File: config.mk
export PLATFORM = sky130hd
export DESIGN_NAME = wfsa_gap_unit
export DESIGN_NICKNAME = d
export VERILOG_FILES = /design/src/rtl/wfsa_pkg.sv /design/src/rtl/wfsa_gap_unit.sv
export SDC_FILE = /design/constraint.sdc
export NUM_CORES = 1
export LEC_CHECK = 0
export ABC_AREA = 1
export BUFFER_PORTS_ARGS = -buffer_cell sky130_fd_sc_hd__buf_2
export CORE_MARGIN = 3
export CORE_UTILIZATION = 56
export DETAILED_ROUTE_END_ITERATION = 12
export HOLD_SLACK_MARGIN = 0.02
export PLACE_DENSITY = 0.83
export REMOVE_ABC_BUFFERS = 1
export SYNTH_ARGS = -nofsm -noshare
export SYNTH_HDL_FRONTEND = slang
export SYNTH_SLANG_ARGS = --single-unit
export TNS_END_PERCENT = 10
File: constraint.sdc
create_clock -name clk -period 6 [get_ports clk]
set_input_delay 0.3 -clock clk [delete_from_list [all_inputs] [get_ports clk]]
set_output_delay 0.3 -clock clk [all_outputs]
set_load 0.01 [all_outputs]
File: src/rtl/wfsa_pkg.sv
// ----------------------------------------------------------------------------
// wfsa_pkg: shared definitions for the worst-fit segment allocator
// Table geometry, request and status codes, the table entry layout and the
// sequencer states.
// ----------------------------------------------------------------------------
`default_nettype none

package wfsa_pkg;

  localparam int MaxSegments = 64;
  localparam int AddrBits    = 32;
  localparam int OwnerW      = 16;
  localparam int FuncW       = 2;
  localparam int StatusW     = 3;
  localparam int EntryIdxW   = 6;
  localparam int IdxW        = $clog2(MaxSegments);
  localparam int CntW        = $clog2(MaxSegments + 1);

  typedef enum logic [FuncW-1:0] {
    FUNC_ALLOC = 2'd0,
    FUNC_FREE  = 2'd1,
    FUNC_READ  = 2'd2
  } func_t;

  typedef enum logic [StatusW-1:0] {
    STAT_ALLOCATED = 3'd0,
    STAT_FREED     = 3'd1,
    STAT_NO_SPACE  = 3'd2,
    STAT_NOT_FOUND = 3'd3,
    STAT_READ      = 3'd4
  } status_t;

  typedef struct packed {
    logic [AddrBits-1:0] addr;
    logic [AddrBits-1:0] len;
    logic [OwnerW-1:0]   owner;
  } entry_t;

  localparam int EntryW = $bits(entry_t);

  // Commands from the sequencer to the gap unit.
  typedef struct packed {
    logic clr;
    logic take;
    logic first;
  } gap_ctrl_t;

  typedef enum logic [3:0] {
    ST_IDLE,
    ST_DECIDE,
    ST_SCAN,
    ST_TAIL,
    ST_PLACE,
    ST_SHIFT_UP,
    ST_SHIFT_UP_END,
    ST_INSERT,
    ST_FIND,
    ST_SHIFT_DN,
    ST_SHIFT_DN_END,
    ST_RELEASE,
    ST_RD,
    ST_RD_WAIT,
    ST_OUT
  } state_t;

endpackage

`default_nettype wire

File: src/rtl/wfsa_gap_unit.sv
// ----------------------------------------------------------------------------
// wfsa_gap_unit: shared gap subtract and compare unit
// Takes one candidate per cycle while take is set, measures the gap from the
// previous segment end and keeps the first strictly largest gap with its position and base.
// ----------------------------------------------------------------------------
`default_nettype none

module wfsa_gap_unit (
  input  wire logic                          clk,
  input  wire logic                          rst_n,
  input  wire wfsa_pkg::gap_ctrl_t           ctrl,
  input  wire logic [wfsa_pkg::AddrBits-1:0] cand_addr,
  input  wire logic [wfsa_pkg::AddrBits-1:0] cand_end,
  input  wire logic [wfsa_pkg::CntW-1:0]     cand_pos,
  output logic      [wfsa_pkg::AddrBits-1:0] best_gap,
  output logic      [wfsa_pkg::CntW-1:0]     best_pos,
  output logic      [wfsa_pkg::AddrBits-1:0] best_base
);

  import wfsa_pkg::*;

  logic [AddrBits-1:0] prev_end_r;
  logic [AddrBits-1:0] best_r;
  logic [CntW-1:0]     pos_r;
  logic [AddrBits-1:0] base_r;
  logic [AddrBits:0]   diff;
  logic [AddrBits-1:0] gap;
  logic                better;

  // A candidate that starts at or before the previous end leaves no gap.
  always_comb begin
    diff   = {1'b0, cand_addr} - {1'b0, prev_end_r};
    gap    = diff[AddrBits] ? '0 : diff[AddrBits-1:0];
    better = gap > best_r;
  end

  always_ff @(posedge clk) begin
    if (!rst_n || ctrl.clr) begin
      best_r <= '0;
      pos_r  <= '0;
    end else if (ctrl.take && !ctrl.first && better) begin
      best_r <= gap;
      pos_r  <= cand_pos;
    end
  end

  always_ff @(posedge clk) begin
    if (ctrl.take) begin
      prev_end_r <= cand_end;
      if (!ctrl.first && better) begin
        base_r <= prev_end_r;
      end
    end
  end

  assign best_gap  = best_r;
  assign best_pos  = pos_r;
  assign best_base = base_r;

endmodule

`default_nettype wire

==> results.cfg, run 1 <==
[synth]
synth_compound_area_share_pct = 3.47
synth-simple-area-share_pct = 33.3
synth_largest_area_cell = edfxtp_1
yosysUniqueCellTypes = 31
yosys_warnings = 0
yosysSeqAreaShare_pct = 37.9
netlist_instances = 1022
synthXorXnorAreaFrac_pct = 1.59
synth.avg_cell_area_um2 = 6.99
synthesis.area_mm2 = 0.00714
synth_mux_area_share_pct = 0
synth_top_family_by_area = simple AND/OR/NAND/NOR gates
ys_ff_latch = 103
synthAdderAreaFrac_pct = 11.5
synth_top_area_share_pct = 26.9
yosys-top-cells-area = edfxtp_1 27%, nand2_1 18%, ha_1 11%

[sta]
fin_setup_tns_ns = 0
finalCritPeriodShare_pct = 79.4
rsz0062_at_grt = no
worstMarginPinSlew_ns = 1.16
finalHoldViolCount = 0
holdWs_ns = 0.116
finClkSkew_ns = 0.0117
min_period_ns = 4.76
relSlewSlack_pct = 22.3
fmax_mhz = 210
drv_slew = 0
setup_viol = 0

[global_routing]
grt_antenna_before_repair = 0
grt_use_total_pct = 23.8
grt_pass1_vias = 5994
grt-ovfl-total = 0
grt_max_degree = 70
grt_pass1_wl_um = 27200

[clock_network]
clockBufferDepth = 2
post_cts_buffers = 0
cts_tree = yes
cts.repair.resized = 0
cts_made_buffers = 9
clk_root_buffer_cell = clkbuf_16
cts_sinks = 103
clkTransAtPathRegs_ns = 0.07
hold_buffers = 0
clock_latency_ns = 0.36
cts_max_level = 3

[routing]
vias_per_cell = 4.73
drtIter0Drc = 395
num_vias = 6337
wire_per_inst_um = 12.2
final_antenna_net_count = 0
first_pass_iters = 5
drc = 0
routed_wl_um = 16400

[floorplan]
placementRows = 40
die_x_um = 119
die-area_mm2 = 0.0141
start_util_pct = 58.5
core_area_mm2 = 0.0122
pin_count = 147
fp.dieH_um = 119

[critical_path]
startpoint_type = register
crit_type = reg -> reg
crit_slowest_cell = nand2_2
worst_path_most_repeated_cell = nand2_2
end_kind = register
cp_data_arrival_time_ns = 5.01
cp.required_ns = 6.25
path_max_fanout = 69
slowest_delay_ns = 0.87

[placed_design]
dp_hpwl_um = 13200
portBuffers = 146
gp_congestion = 0.927

[cells_and_area]
num_antenna_cells = 0
final_common_cell = nand2_1
utilization_pct = 67.9
layout.nets = 1308
syn_to_final_growth_pct = 16.1
drive_gt1_share_pct = 17.3
final_cell_mix = 341 x nand2_1, 201 x inv_1, 146 x buf_2

[pwr]
cellLeakagePower_nw = 4.61
p_per_area_mw_per_mm2 = 264
irDropWorstVdd_v = 0.000220

[run]
max_cap_viol_count = 0

[outcome]
status = finished, final reports clean

[worst_hold_path]
min_path_type = in -> reg
-- final timing paths --
| check | startpoint | end | slack (ns) | cells after the start |
|---|---|---|---|---|
| max | prev_end_r[0]$_DFFE_PP_ | best_gap[31]$_SDFFE_PP0P_ | 1.24 | 25 |
| min | cand_end[13] | prev_end_r[13]$_DFFE_PP_ | 0.12 | 1 |
| max reg2reg | prev_end_r[0]$_DFFE_PP_ | best_gap[31]$_SDFFE_PP0P_ | 1.24 | 25 |
| min reg2reg | prev_end_r[22]$_DFFE_PP_ | best_base[22]$_DFFE_PP_ | 0.44 | 0 |
-- cells by family (layout without fill, tap and decap cells) --
kind of cell,count (synthesis),count (layout)
xor+xnor,13,13
buf+inv,221,371
compound gates,47,47
simple gates,573,573
flops,103,103
fa+ha+maj,65,65
-- power by group --
part | switching [mW] | internal (mW) | leakage [nW]
registers | 0.0251 | 0.825 | 0.924
logic | 0.492 | 0.281 | 3.55
clock network | 0.245 | 0.322 | 0.136
-- final cells by class --
class	count	area, um^2
fillers	1132	3920
multi-input cells	698	3570
flip-flops and latches	103	2700
inverters	207	777
repair buffers	148	746
clock buffers	12	236
well taps	168	210
clock inverters	4	46.3
-- sequential cells by signal, summed over array words and instances (netlist names) --
signal	count
best_pos	7
best_base	32
best_gap	32
prev_end_r	32
-- worst max-delay path: cells and delay by family, from the launching register on --
family / cells / cell delay [ns]
AOI/OAI and AO/OA: 3 / 0.53
adders and majority gates: 3 / 0.89
buffers and inverters: 3 / 0.52
DFF: 1 / 0.35
and+or+nand+nor: 16 / 2.34
-- stage by stage --
stage / cells / area, um^2 / setup slack, ns / power, mW
after floorplan: 1008 / 7040 / 0.886 / 1.42
after global placement: 1324 / 8010 / 1.38 / 1.61
after detailed placement: 1324 / 8010 / 1.20 / 1.63
after CTS: 1340 / 8290 / 1.24 / 2.21
after global routing: 1340 / 8290 / 0.630 / 2.36
final: 1340 / 8290 / 1.24 / 2.19
-- Yosys cell counts --
master	n
nand2_4	3
nor3_1	4
nor2_4	2
o21ai_0	4
buf_4	3
edfxtp_1	64
a21o_1	1
and2_1	7
nand3b_1	2
buf_6	2
a21oi_1	38
dfxtp_1	39
buf_12	1
xnor2_1	13
ha_1	64
clkinv_1	1
o21bai_1	1
fa_1	1
nor2_2	18
nand3_1	34
clkbuf_1	3
nand2_1	341
o21a_1	3
nor2_1	141
nand3_2	3
nand2_2	10
buf_2	5
inv_1	201
inv_2	5
nor4_2	1
nand4_1	7
-- routing by layer --
layer	vias to the layer above	track usage (%)	routed length, um
met5	-	0	0
met4	0	6.66	187
met3	16	5.94	940
met2	150	39.6	7580
met1	2770	31.0	7650
li1	3401	-	-
(Power assumes the default switching activity.)
==> inputs of run 2 (changes only) <==
clock period = 4.8 ns   (was 6 ns; I/O delays follow)
==> run 2 against run 1 <==
Non-clock buffer count up 2. Cell count rose by 0.15%. Global-route usage rose by 0.33 points. Sequential share of layout area decreased by 0.22 points. Hold slack got worse by 0.059 ns. Via count is 1.4% higher. Design area rose by 0.69%. Clock-buffer cell count fell by 3. Clock skew is 0.0047 ns lower. Wire length is 2.3% higher. Critical endpoint is now best_gap[26]$_SDFFE_PP0P_.
==> results.cfg, run 2 (synthesis results as in run 1) <==
[clock_network]
clockBufferDepth = 2
cts_sinks = 103
clkTransAtPathRegs_ns = 0.07
hold_buffers = 0
cts.repair.resized = 0
cts_tree = yes
clk_root_buffer_cell = clkbuf_16
cts_made_buffers = 9
cts_max_level = 3
clock_latency_ns = 0.35
post_cts_buffers = 0

[pwr]
irDropWorstVdd_v = 0.000409
p_comb_share_pct = 34.8
p_int_mw = 1.84
pwr-share-seq_pct = 37.6
clkPwrFrac_pct = 27.6
p_total_mw = 2.82
p_sw_mw = 0.983
p_per_area_mw_per_mm2 = 338
cellLeakagePower_nw = 4.64
sw_frac_of_total_pct = 34.9

[sta]
holdWs_ns = 0.0570
finClkSkew_ns = 0.00701
min_period_ns = 4.28
finalHoldViolCount = 0
setup_viol = 0
finalCritPeriodShare_pct = 89.1
drv_slew = 0
fin_setup_tns_ns = 0
relSlewSlack_pct = 47.2
rsz0062_at_grt = no
worstMarginPinSlew_ns = 0.793
fmax_mhz = 234

[critical_path]
worst_path_most_repeated_cell = nand2_2
startpoint_type = register
end_kind = register
slowest_delay_ns = 0.43
cp_data_arrival_time_ns = 4.52
crit_slowest_cell = fa_1
path_max_fanout = 61
cp.required_ns = 5.05
crit_type = reg -> reg

[worst_hold_path]
min_path_type = in -> reg

[global_routing]
grt_antenna_before_repair = 0
grt_max_degree = 62
grt-ovfl-total = 0
grt_use_total_pct = 24.1
grt_pass1_wl_um = 27600
grt_pass1_vias = 5993

[cells_and_area]
design_area_mm2 = 0.00835
syn_to_final_growth_pct = 16.9
drive_gt1_share_pct = 17.6
final_cells = 1342
layout.nets = 1310
final_common_cell = nand2_1
final_cell_mix = 341 x nand2_1, 201 x inv_1, 146 x buf_2
num_antenna_cells = 0

[routing]
wire_per_inst_um = 12.5
final_antenna_net_count = 0
num_vias = 6426
vias_per_cell = 4.79
drc = 0
first_pass_iters = 5
routed_wl_um = 16700
drtIter0Drc = 419

[placed_design]
portBuffers = 146
placed_cell_area_mm2 = 0.00804
gp_congestion = 0.920
placed_cells = 1326
dp_hpwl_um = 13500

[floorplan]
die-area_mm2 = 0.0141
die_x_um = 119
start_util_pct = 58.5
core_area_mm2 = 0.0122
fp.dieH_um = 119
pin_count = 147
placementRows = 40

[run]
max_cap_viol_count = 0

[outcome]
status = finished, final reports clean
-- run 2: cell count changes in the layout (fill, tap and decap cells not counted) --
cell,delta
bufinv_16,+1
clkinvlp_4,+1
clkinv_1,+1
buf_4,+1
buf_12,+1
clkbuf_1,-3
-- run 2: metal layers --
| layer | global-route usage, % | vias up | routed length, um |
|---|---|---|---|
| li1 | - | 3400 | - |
| met1 | 32.5 | 2820 | 7720 |
| met2 | 39.5 | 187 | 7710 |
| met3 | 4.94 | 19 | 1010 |
| met4 | 6.95 | 0 | 280 |
| met5 | 0 | - | 0 |
-- run 2: layout make-up --
| cell class | instances | area (um^2) |
|---|---|---|
| Clock buffer | 9 | 225 |
| Clock inverter | 7 | 87.6 |
| Fill cell | 1064 | 3860 |
| Inverter | 207 | 777 |
| Multi-Input combinational cell | 698 | 3570 |
| Sequential cell | 103 | 2700 |
| Tap cell | 168 | 210 |
| Timing Repair Buffer | 150 | 773 |
-- run 2: power by group through the flow --
stage	clock, mW	sequential, mW	combinational (mW)
2_1_floorplan	0	1.10	0.666
3_3_place_gp	0	1.08	0.953
3_5_place_dp	0	1.08	0.977
4_1_cts	0.794	1.06	0.984
5_1_grt	0.824	1.07	1.12
6_report	0.778	1.06	0.982
-- run 2: worst max-delay path, delay by kind of cell, from the launching register on --
kind / cells / cell delay, ns
buffers and inverters: 4 / 0.77
adder cells (fa/ha/maj): 3 / 0.88
flip-flops: 1 / 0.36
AND/OR/NAND/NOR: 16 / 1.61
AO/OA/AOI/OAI: 3 / 0.54
-- run 2: through the flow --
stage / utilization, % / setup slack, ns
6_report: 68.4 / 0.524
4_1_cts: 68.4 / 0.525
3_3_place_gp: 65.8 / 0.675
3_5_place_dp: 65.8 / 0.512
2_1_floorplan: - / -0.299
5_1_grt: 68.4 / 0.0879
-- run 2: worst paths after layout --
path              slack (ns)                     start                         to  depth (start not counted)
setup / recovery        0.52   prev_end_r[0]$_DFFE_PP_  best_gap[26]$_SDFFE_PP0P_                         26
hold / removal          0.06              cand_end[29]   prev_end_r[29]$_DFFE_PP_                          1
hold reg to reg         0.45  prev_end_r[15]$_DFFE_PP_    best_base[15]$_DFFE_PP_                          0
setup reg to reg        0.52   prev_end_r[0]$_DFFE_PP_  best_gap[26]$_SDFFE_PP0P_                         26
