==> src/rtl/wfsa_ram.sv <==
// ----------------------------------------------------------------------------
// wfsa_ram: generic single-write, single-read RAM
// One write port and one read port; the read data is registered.
// ----------------------------------------------------------------------------
`default_nettype none

module wfsa_ram #(
  parameter int Width = 8,
  parameter int Depth = 16
) (
  input  wire logic                     clk,
  input  wire logic                     wr_en,
  input  wire logic [$clog2(Depth)-1:0] wr_addr,
  input  wire logic [Width-1:0]         wr_data,
  input  wire logic [$clog2(Depth)-1:0] rd_addr,
  output logic      [Width-1:0]         rd_data
);

  logic [Width-1:0] mem [Depth];

  always_ff @(posedge clk) begin
    if (wr_en) begin
      mem[wr_addr] <= wr_data;
    end
    rd_data <= mem[rd_addr];
  end

endmodule

`default_nettype wire

==> config.mk <==
export PLATFORM = sky130hd
export DESIGN_NAME = wfsa_ram
export DESIGN_NICKNAME = d
export VERILOG_FILES = /design/src/rtl/wfsa_ram.sv
export SDC_FILE = /design/constraint.sdc
export NUM_CORES = 1
export LEC_CHECK = 0
export BUFFER_PORTS_ARGS = -buffer_cell sky130_fd_sc_hd__buf_2
export CAP_MARGIN = 20
export CORE_MARGIN = 8
export CORE_UTILIZATION = 55
export CTS_CLUSTER_SIZE = 14
export DETAILED_ROUTE_END_ITERATION = 10
export GPL_TIMING_DRIVEN = 0
export PLACE_DENSITY = 0.71
export SLEW_MARGIN = 30
export SYNTH_ARGS = -nofsm -noshare
export SYNTH_HDL_FRONTEND = slang
export SYNTH_SLANG_ARGS = --single-unit
export TNS_END_PERCENT = 10
==> constraint.sdc <==
create_clock -name clk -period 2.5 [get_ports clk]
set_clock_uncertainty 0.2 [all_clocks]
set_input_delay 0.25 -clock clk [delete_from_list [all_inputs] [get_ports clk]]
set_output_delay 0.25 -clock clk [all_outputs]
set_load 0.005 [all_outputs]
==> results.md, run 1 <==
- Fin. Hold Viols: 0
- IO buf count: 24
- Clock slew at reported path FFs: 0.06 ns
- Routability cong.: 0.726
- Setup-failing EPs final: 0
- Fin crit share: 65.0%
- Share of layout cells above drive strength 1: 30.0%
- Max-slew violations: 0
- # clock sinks: 136
- PwrDens: 863 nW/um^2
- GRT overflow: 0
- FF+latch count, synth: 136
- Worst slack, placed: 0.364 ns
- Pre-antenna DRT Iters: 4
- Placed cell count: 364
- Total CTS buffers: 17
- Switching part of the total: 19.7%
- First-pass GRT wire length: 14.7 mm
- Hold Path Class: in2reg
- P_int: 4220 uW
- Max Clk Rate: 615 MHz
- Maximum root-to-sink buffer count: 2
- Initial antenna violation count: 0
- H-tree depth: 4
- Worst setup margin: 0.874 ns
- Vias in the first global route: 2524
- Worst hold margin: 0.0412 ns
- Die Width: 113 um
- Final net count: 298
- CTS tree: built
- Core area: 9150 sq um
- Via density: 6.04
- P&R area growth vs syn: 18.5%
- Ant diodes: 0
- Critical path type: reg2reg
- WL final: 9.81 mm
- Global Route Usage Sum: 16.4%
- Syn Std Cell Area: 5150 sq um
- Final min period: 1.63 ns
- Crit path launch type: register
- Hold_buf cts: 8
- Switching power of the nets: 1040 uW
- Crit path max fanout: 1
- Post-Layout Cell Count: 404
- Final HPWL DP: 6.01 mm
- Worst EP arrival: 1.82 ns
- DRT antenna net count: 0
- Req. time, crit path: 2.69 ns
- Largest net degree at the start of global routing: 17
- Initial DRC Count: 215
- Slew of the pin with the lowest slew margin: 0.808 ns
- Slew HR: 45.9%
- Post-route DRC: 0
- Die ar.: 12700 sq um
- Fillers: 571
- Vias post-DR: 2440
- CTS resizes: 0
- Crit end category: register
- Syn Nets: 247
- Max VDD drop: 0.551 mV
- # Post-CTS Setup Buffers: 0
- Netlist cell types: 19
- Flop pwr share: 48.7%
- Worst-Skew Late Latency: 0.51 ns
- RSZ-0062 raised after global routing: no
- Drt wl/cell: 24.3 um
- Status: finished clean
- Yosys Warn Count: 0
- Max-Cap Viols: 0
- Leak: 0.00206 uW
- Initial Util: 56.2%
- Syn Area/Cell: 22.5 sq um
- Clk root buf: clkbuf_8
- Clk pwr share: 46.6%
- Comb pwr share: 4.8%
- Sequential fraction of the synthesis area: 77.8%
- Syn Inst Count: 229
- IO Count: 26
- Die Y-Extent: 113 um
- Core Rows: 35
## final cells by class
type                       instances  area (sq um)  area share [%]
clock buffer                      20           445            7.30
buffer                            10          86.3            1.41
timing repair buffer              32           200            3.28
clock inverter                    12           150            2.46
tap                              111           139            2.28
multi-input combinational         83          1080            17.7
sequential                       136          4000            65.6
## metrics by stage
step                      power, uW  TNS (ns)  cell area (sq um)  util [%]
after floorplan                2740         0               5150         -
after global routing           5400         0               6100      66.7
after global placement         2840   -0.0136               5410      59.1
final                          5260         0               6100      66.7
after CTS                      5290         0               6100      66.7
after detailed placement       2850         0               5430      59.3
## cells in the mapped netlist
cell	n	share of area [%]
edfxtp_1	128	75
mux4_2	18	7.9
a22oi_1	16	2.3
mux4_1	14	7.1
nor2_1	13	0.95
nand2_1	9	0.66
dfxtp_1	8	3.1
nor3_1	4	0.39
buf_2	3	0.29
buf_6	3	0.66
clkdlybuf4s25_2	3	0.58
nand2b_1	2	0.24
nand3b_1	2	0.29
and2_1	1	0.12
and2b_1	1	0.15
buf_4	1	0.15
nand3_1	1	0.097
nor2b_1	1	0.12
or3b_2	1	0.17
## worst max-delay path, cell delays in order, from the launching register on
cell,delay [ns]
edfxtp_1,0.36
mux4_1,0.55
a22oi_1,0.29
nand2_1,0.11
## worst paths after layout
path | slack, ns | cells after the start | startpoint | to
worst max-delay path | 0.87 | 3 | mem[5][0] | rd_data[0]
worst min-delay path | 0.04 | 4 | rd_addr[0] | rd_data[7]
worst max register to register | 0.87 | 3 | mem[5][0] | rd_data[0]
worst min register to register | 0.48 | 3 | mem[8][2] | rd_data[2]
## flip-flops by register name, summed over array words and instances, names as in the netlist
name     cells
rd_data      8
mem        128
## power by group through the flow
stage	combinational (uW)	clock, uW	sequential [uW]
global route	270	2570	2570
finish	252	2450	2560
floorplan	129	0	2610
detailed placement	243	0	2610
global placement	234	0	2600
CTS	255	2480	2560
## logic make-up after synthesis
kind of cell / share of synthesized area [%]
buffers and inverters: 1.68
AND/OR/NAND/NOR: 3.18
flip-flops: 77.8
AO/OA/AOI/OAI: 2.33
multiplexers: 15.0
## cells in the final DEF (no fill, tap or decap), types with 3 or more instances in the layout
cell type	instances
dlygate4sd3_1	8
buf_6	3
mux4_2	18
mux4_1	14
dfxtp_1	8
bufinv_16	3
buf_2	27
clkbuf_8	3
clkinv_2	4
a22oi_1	16
nor3_2	4
clkinvlp_4	3
clkbuf_16	16
nand2_1	9
nor2_1	13
clkdlybuf4s25_2	3
edfxtp_1	128
## layer usage
layer	wire length, um	share of wire [%]	up-vias	track usage (%)
met3	780	7.9	14	5.59
li1	-	-	1081	-
met2	4770	49	103	25.0
met1	4080	42	1242	21.5
met5	0	0	-	0
met4	186	1.9	0	6.29
No activity file was read; power rests on OpenSTA's default activity.
==> run 2: changes to the inputs <==
==> constraint.sdc (replaced) <==
create_clock -name clk -period 1.6 [get_ports clk]
set_clock_uncertainty 0.2 [all_clocks]
set_input_delay 0.16 -clock clk [delete_from_list [all_inputs] [get_ports clk]]
set_output_delay 0.16 -clock clk [all_outputs]
set_load 0.005 [all_outputs]
==> run 2 against run 1 <==
  * Final area up 0.49%
  * Largest cell class unchanged
  * Non-clock buffer count up 5
  * First-iteration DRC count down 28%
  * Global-route usage down 0.099 points
  * Clock-buffer cell count down 1
  * Highest routed layer unchanged
  * The run now ends with hold timing left
  * Critical path depth unchanged
  * Cell count up 1.2%
  * Core utilization up 0.33 points
==> results.md, run 2 (synthesized netlist as in run 1, its figures left out) <==
- Critical path's largest stage delay: 0.56 ns (was 0.55 ns)
- Clk pwr share: 45.3% (was 46.6%)
- Placed cell count: 364 (unchanged)
- First-pass GRT wire length: 14.6 mm (was 14.7 mm)
- Worst hold margin: -0.0393 ns (was 0.0412 ns)
- Fin. Hold Viols: 24 (was 0)
- RSZ-0062 raised after global routing: no (unchanged)
- P&R area growth vs syn: 19.1% (was 18.5%)
- Buf/Inv on CP: 0 (unchanged)
- Post-route DRC: 0 (unchanged)
- Most flop-heavy register: mem (unchanged)
- Req. time, crit path: 1.80 ns (was 2.69 ns)
- P_int: 6440 uW (was 4220 uW)
- Initial Util: 56.2% (unchanged)
- Max VDD drop: 0.713 mV (was 0.551 mV)
- Crit path launch type: register (unchanged)
- Drt wl/cell: 24.1 um (was 24.3 um)
- Crit path max fanout: 1 (unchanged)
- Failing checks: hold timing
- Core Rows: 35 (unchanged)
- CP max-delay cell: mux4_1 (unchanged)
- Status: finished with violations (was finished clean)
- Maximum root-to-sink buffer count: 2 (unchanged)
- Commonest non-fill, non-tap cell in the layout: edfxtp_1 (unchanged)
- Ant diodes: 0 (unchanged)
- Vias in the first global route: 2545 (was 2524)
- Max-Cap Viols: 0 (unchanged)
- # clock sinks: 136 (unchanged)
- Share of layout cells above drive strength 1: 30.2% (was 30.0%)
- DRT antenna net count: 0 (unchanged)
- Hold Path Class: in2reg (unchanged)
- PwrDens: 1310 nW/um^2 (was 863 nW/um^2)
- Post-Layout Cell Count: 409 (was 404)
- Routability cong.: 0.717 (was 0.726)
- IO buf count: 24 (unchanged)
- Initial antenna violation count: 0 (unchanged)
- Via density: 5.99 (was 6.04)
- Die Width: 113 um (unchanged)
- Comb pwr share: 5.0% (was 4.8%)
- Max-slew violations: 0 (unchanged)
- Fin crit share: 97.6% (was 65.0%)
- IO Count: 26 (unchanged)
- Die ar.: 12700 sq um (unchanged)
- Final min period: 1.56 ns (was 1.63 ns)
- GRT overflow: 0 (unchanged)
- Slew of the pin with the lowest slew margin: 0.809 ns (was 0.808 ns)
- CTS tree: built (unchanged)
- Final net count: 303 (was 298)
- Setup-failing EPs final: 0 (unchanged)
- Max Clk Rate: 640 MHz (was 615 MHz)
- Switching power of the nets: 1610 uW (was 1040 uW)
- Die Y-Extent: 113 um (unchanged)
- Pre-antenna DRT Iters: 5 (was 4)
- Worst EP arrival: 1.76 ns (was 1.82 ns)
- WL final: 9.87 mm (was 9.81 mm)
- Internal reg-to-reg setup slack: 0.04 ns (was 0.87 ns)
- Switching part of the total: 20.0% (was 19.7%)
- Crit path cell chain: mux4_1 > a22oi_1 > nand2_1 (unchanged)
- Biggest regs: mem (128), rd_data (8) (unchanged)
- Core area: 9150 sq um (unchanged)
- Clock slew at reported path FFs: 0.06 ns (about the same)
- Total CTS buffers: 17 (unchanged)
- Worst-Skew Late Latency: 0.51 ns (about the same)
- Critical path type: reg2reg (unchanged)
- Clk root buf: clkbuf_8 (unchanged)
- Initial DRC Count: 154 (was 215)
- Vias post-DR: 2450 (was 2440)
- Leak: 0.00207 uW (was 0.00206 uW)
- Crit end category: register (unchanged)
- Slew HR: 45.8% (was 45.9%)
- Final HPWL DP: 6.17 mm (was 6.01 mm)
- H-tree depth: 4 (unchanged)
- Commonest non-fill, non-tap cells in the layout: edfxtp_1, buf_2, mux4_2 (unchanged)
- Flop pwr share: 49.7% (was 48.7%)
- Worst path top cell family by delay: multiplexers (unchanged)
- Largest net degree at the start of global routing: 17 (unchanged)
- Largest register FFs: 128 (unchanged)
- Global Route Usage Sum: 16.3% (was 16.4%)
## run 2: final timing paths
path	to	cells after the start	startpoint
worst max-delay path	rd_data[2]	3	mem[5][2]
worst max register to register	rd_data[2]	3	mem[5][2]
worst min register to register	rd_data[1]	3	mem[8][1]
worst min-delay path	mem[12][6]	2	wr_addr[1]
## run 2: per-stage QoR
stage	total power [uW]	setup WS [ns]	TNS (ns)	instance area (sq um)	util, %
2_1_floorplan	4280	-0.0261	-0.703	5150	-
3_3_place_gp	4430	-0.518	-33.39	5410	59.1
3_5_place_dp	4460	-0.471	-28.16	5430	59.3
4_1_cts	8100	0.0117	0	6110	66.8
5_1_grt	8260	0.00280	0	6130	67.0
6_report	8050	0.0383	0	6130	67.0
## run 2: per-layer routing
metal | GRT usage (%) | vias up | part of all wire, % | wire length [um]
li1 | - | 1086 | - | -
met3 | 3.89 | 12 | 7.7 | 759
met1 | 20.6 | 1256 | 40 | 3960
met4 | 8.27 | 0 | 2.0 | 195
met2 | 26.0 | 96 | 50 | 4960
met5 | 0 | - | 0 | 0
## run 2: cell type report
type / count / area (sq um)
timing repair buffer: 37 / 250
fill: 570 / 3020
clock buffer: 19 / 442
tap: 111 / 139
clock inverter: 13 / 129
multi-input combinational: 83 / 1080
buffer: 10 / 86.3
sequential: 136 / 4000
## run 2: timing repair
item,CTS,global route
endpoints found under the hold margin,162,8
endpoints found under the setup margin,1,0
hold buffers,11,2
resized for setup,1,0
buffers inserted,0,0
## run 2: power by group through the flow
stage          clock [uW]  sequential (uW)  combinational (uW)
2_1_floorplan           0             4080                 202
3_3_place_gp            0             4070                 366
5_1_grt              3820             4010                 430
6_report             3650             4000                 402
4_1_cts              3700             4000                 404
3_5_place_dp            0             4080                 380
==> run 3: changes to the inputs <==
--- a/config.mk
+++ b/config.mk
@@ -8,11 +8,11 @@
 export BUFFER_PORTS_ARGS = -buffer_cell sky130_fd_sc_hd__buf_2
 export CAP_MARGIN = 20
 export CORE_MARGIN = 8
-export CORE_UTILIZATION = 55
+export CORE_UTILIZATION = 54
 export CTS_CLUSTER_SIZE = 14
 export DETAILED_ROUTE_END_ITERATION = 10
 export GPL_TIMING_DRIVEN = 0
-export PLACE_DENSITY = 0.71
+export PLACE_DENSITY = 0.7
 export SLEW_MARGIN = 30
 export SYNTH_ARGS = -nofsm -noshare
 export SYNTH_HDL_FRONTEND = slang
==> run 3 against run 2 <==
  * The run still ends with hold timing left
  * Die area increased by 1.6%
  * Cell count increased by 3.9%
  * Non-clock buffer count decreased by 2
  * Global-route usage increased by 0.42 points
  * Hold slack improved by 0.030 ns
  * Fmax decreased by 0.68%
  * Total power increased by 6.1%
  * Core utilization increased by 0.29 points
  * Clock-buffer cell count decreased by 2
  * Combinational power increased by 2%
  * Setup slack got worse by 0.011 ns
  * Sequential share of layout area decreased by 0.89 points
  * Largest power group is now the clock network
==> results.md, run 3 (synthesized netlist as in run 1, its figures left out) <==
- Final net count: 301 (was 303)
- Maximum root-to-sink buffer count: 2 (unchanged)
- Hold path depth: 2 (unchanged)
- # Post-CTS Setup Buffers: 0 (unchanged)
- Req. time, crit path: 1.79 ns (was 1.80 ns)
- RSZ-0062 raised after global routing: no (unchanged)
- Share of layout cells above drive strength 1: 31.4% (was 30.2%)
- Max VDD drop: 0.805 mV (was 0.713 mV)
- GRT overflow: 0 (unchanged)
- Area of the multi-input gates: 1100 sq um (was 1080 sq um)
- Worst r2r path cells: 3 (unchanged)
- Initial DRC Count: 163 (was 154)
- Worst EP arrival: 1.76 ns (about the same)
- Via density: 5.82 (was 5.99)
- Crit path launch type: register (unchanged)
- Status: finished with violations (unchanged)
- Slew HR: 43.9% (was 45.8%)
- Pre-antenna DRT Iters: 4 (was 5)
- Hold endpoint: mem[4][1] (was mem[12][6])
- Routability cong.: 0.709 (was 0.717)
- Worst slack, placed: -0.455 ns (was -0.471 ns)
- IO Count: 26 (unchanged)
- Post-layout instance area: 6220 sq um (was 6130 sq um)
- Fin. Hold Viols: 8 (was 24)
- Setup-failing EPs final: 0 (unchanged)
- Largest net degree at the start of global routing: 17 (unchanged)
- Post-route DRC: 0 (unchanged)
- Die ar.: 12900 sq um (was 12700 sq um)
- Worst setup margin: 0.0276 ns (was 0.0383 ns)
- Crit. Startpoint: mem[2][0] (was mem[5][2])
- Initial Util: 55.7% (was 56.2%)
- Commonest non-fill, non-tap cell in the layout: edfxtp_1 (unchanged)
- CTS tree: built (unchanged)
- PwrDens: 1370 nW/um^2 (was 1310 nW/um^2)
- Max-slew violations: 0 (unchanged)
- IO buf count: 24 (unchanged)
- H-tree depth: 4 (unchanged)
- Total CTS buffers: 17 (unchanged)
- Final HPWL DP: 6.02 mm (was 6.17 mm)
- Vias post-DR: 2475 (was 2450)
- Initial antenna violation count: 0 (unchanged)
- Max Clk Rate: 636 MHz (was 640 MHz)
- Die Y-Extent: 114 um (was 113 um)
- Global Route Usage Sum: 16.7% (was 16.3%)
- Drt wl/cell: 23.7 um (was 24.1 um)
- Worst-Skew Late Latency: 0.51 ns (about the same)
- Finished Core Util: 67.3% (was 67.0%)
- Critical path type: reg2reg (unchanged)
- Commonest non-fill, non-tap cells in the layout: edfxtp_1, buf_2, mux4_2 (unchanged)
- Core area: 9240 sq um (was 9150 sq um)
- Worst hold start: wr_addr[0] (was wr_addr[1])
- Core Rows: 35 (unchanged)
- DRT antenna net count: 0 (unchanged)
- Crit path cell chain: mux4_1 > a22oi_2 > nand2_1 (was mux4_1 > a22oi_1 > nand2_1)
- Crit end category: register (unchanged)
- Leak: 0.00210 uW (was 0.00207 uW)
- Clk root buf: clkbuf_8 (unchanged)
- P&R area growth vs syn: 20.8% (was 19.1%)
- Hold Path Class: in2reg (unchanged)
- Setup TNS: 0 ns (unchanged)
- Final min period: 1.57 ns (was 1.56 ns)
- Largest register FFs: 128 (unchanged)
- Slew of the pin with the lowest slew margin: 0.838 ns (was 0.809 ns)
- Critical path's largest stage delay: 0.52 ns (was 0.56 ns)
- WL final: 10.1 mm (was 9.87 mm)
- Clock slew at reported path FFs: 0.06 ns (about the same)
- Biggest regs: mem (128), rd_data (8) (unchanged)
- Register area: 4000 sq um (unchanged)
- First-pass GRT wire length: 15.2 mm (was 14.6 mm)
- # clock sinks: 136 (unchanged)
- Critical R2R Capture: rd_data[0] (was rd_data[2])
- Die Width: 114 um (was 113 um)
- Fillers: 575 (was 570)
- Worst hold margin: -0.00969 ns (was -0.0393 ns)
- Vias in the first global route: 2569 (was 2545)
- CP max-delay cell: mux4_1 (unchanged)
- Internal reg-to-reg setup slack: 0.03 ns (was 0.04 ns)
- Max-Cap Viols: 0 (unchanged)
- Most flop-heavy register: mem (unchanged)
- Crit path max fanout: 1 (unchanged)
- Pwr Total: 8540 uW (was 8050 uW)
- Hold_buf cts: 11 (unchanged)
- Ant diodes: 0 (unchanged)
- Fin crit share: 98.3% (was 97.6%)
- Failing checks: hold timing (unchanged)
- Post-Place Cell Area: 5450 sq um (was 5430 sq um)
- FF-to-FF Start: mem[2][0] (was mem[5][2])
==> run 3: critical path, delay by kind of cell (launching register included) <==
| kind | cells | cell delay [ns] |
|---|---|---|
| mux | 1 | 0.52 |
| flops | 1 | 0.37 |
| compound gates | 1 | 0.26 |
| simple gates | 1 | 0.10 |
==> run 3: cell type report <==
cell class                      instances  area share [%]
Tap cell                              129            2.60
Buffer                                 10            1.39
Multi-Input combinational cell         83            17.6
Clock buffer                           17            6.66
Sequential cell                       136            64.4
Clock inverter                         15            3.60
Timing Repair Buffer                   35            3.70
==> run 3: worst max path at each step <==
stage / endpoint / depth (start not counted)
floorplan: mem[3][0] / 2
global placement: mem[8][1] / 3
detailed placement: mem[1][4] / 3
CTS: rd_data[7] / 3
global route: mem[2][2] / 3
finish: rd_data[0] / 3
==> run 3: metal layers <==
metal  wire, um  global-route usage (%)  vias to the layer above
li1           -                       -                     1084
met1       4200                    21.4                     1277
met2       4980                    26.2                      101
met3        770                    5.28                       13
met4        117                    6.48                        0
met5          0                       0                        -
==> run 3: through the flow <==
| step | hold WS, ns | cells |
|---|---|---|
| 2_1_floorplan | 0.0589 | 229 |
| 3_3_place_gp | 0.339 | 382 |
| 3_5_place_dp | 0.337 | 382 |
| 4_1_cts | -0.0347 | 425 |
| 5_1_grt | -0.0288 | 425 |
| 6_report | -0.00969 | 425 |
==> run 3: power breakdown <==
group / switching, uW / internal [uW] / total [uW] / leakage, uW
Sequential: 18.6 / 3980 / 4000 / 0.00122
Clock: 1440 / 2690 / 4130 / 0.000308
Combinational: 231 / 179 / 410 / 0.000567
Total: 1690 / 6860 / 8540 / 0.00210
==> run 3: what timing repair did <==
action,in CTS,in global routing
endpoints found under the setup margin,2,2
endpoints found under the hold margin,162,32
gates cloned,0,0
resized for setup,2,2
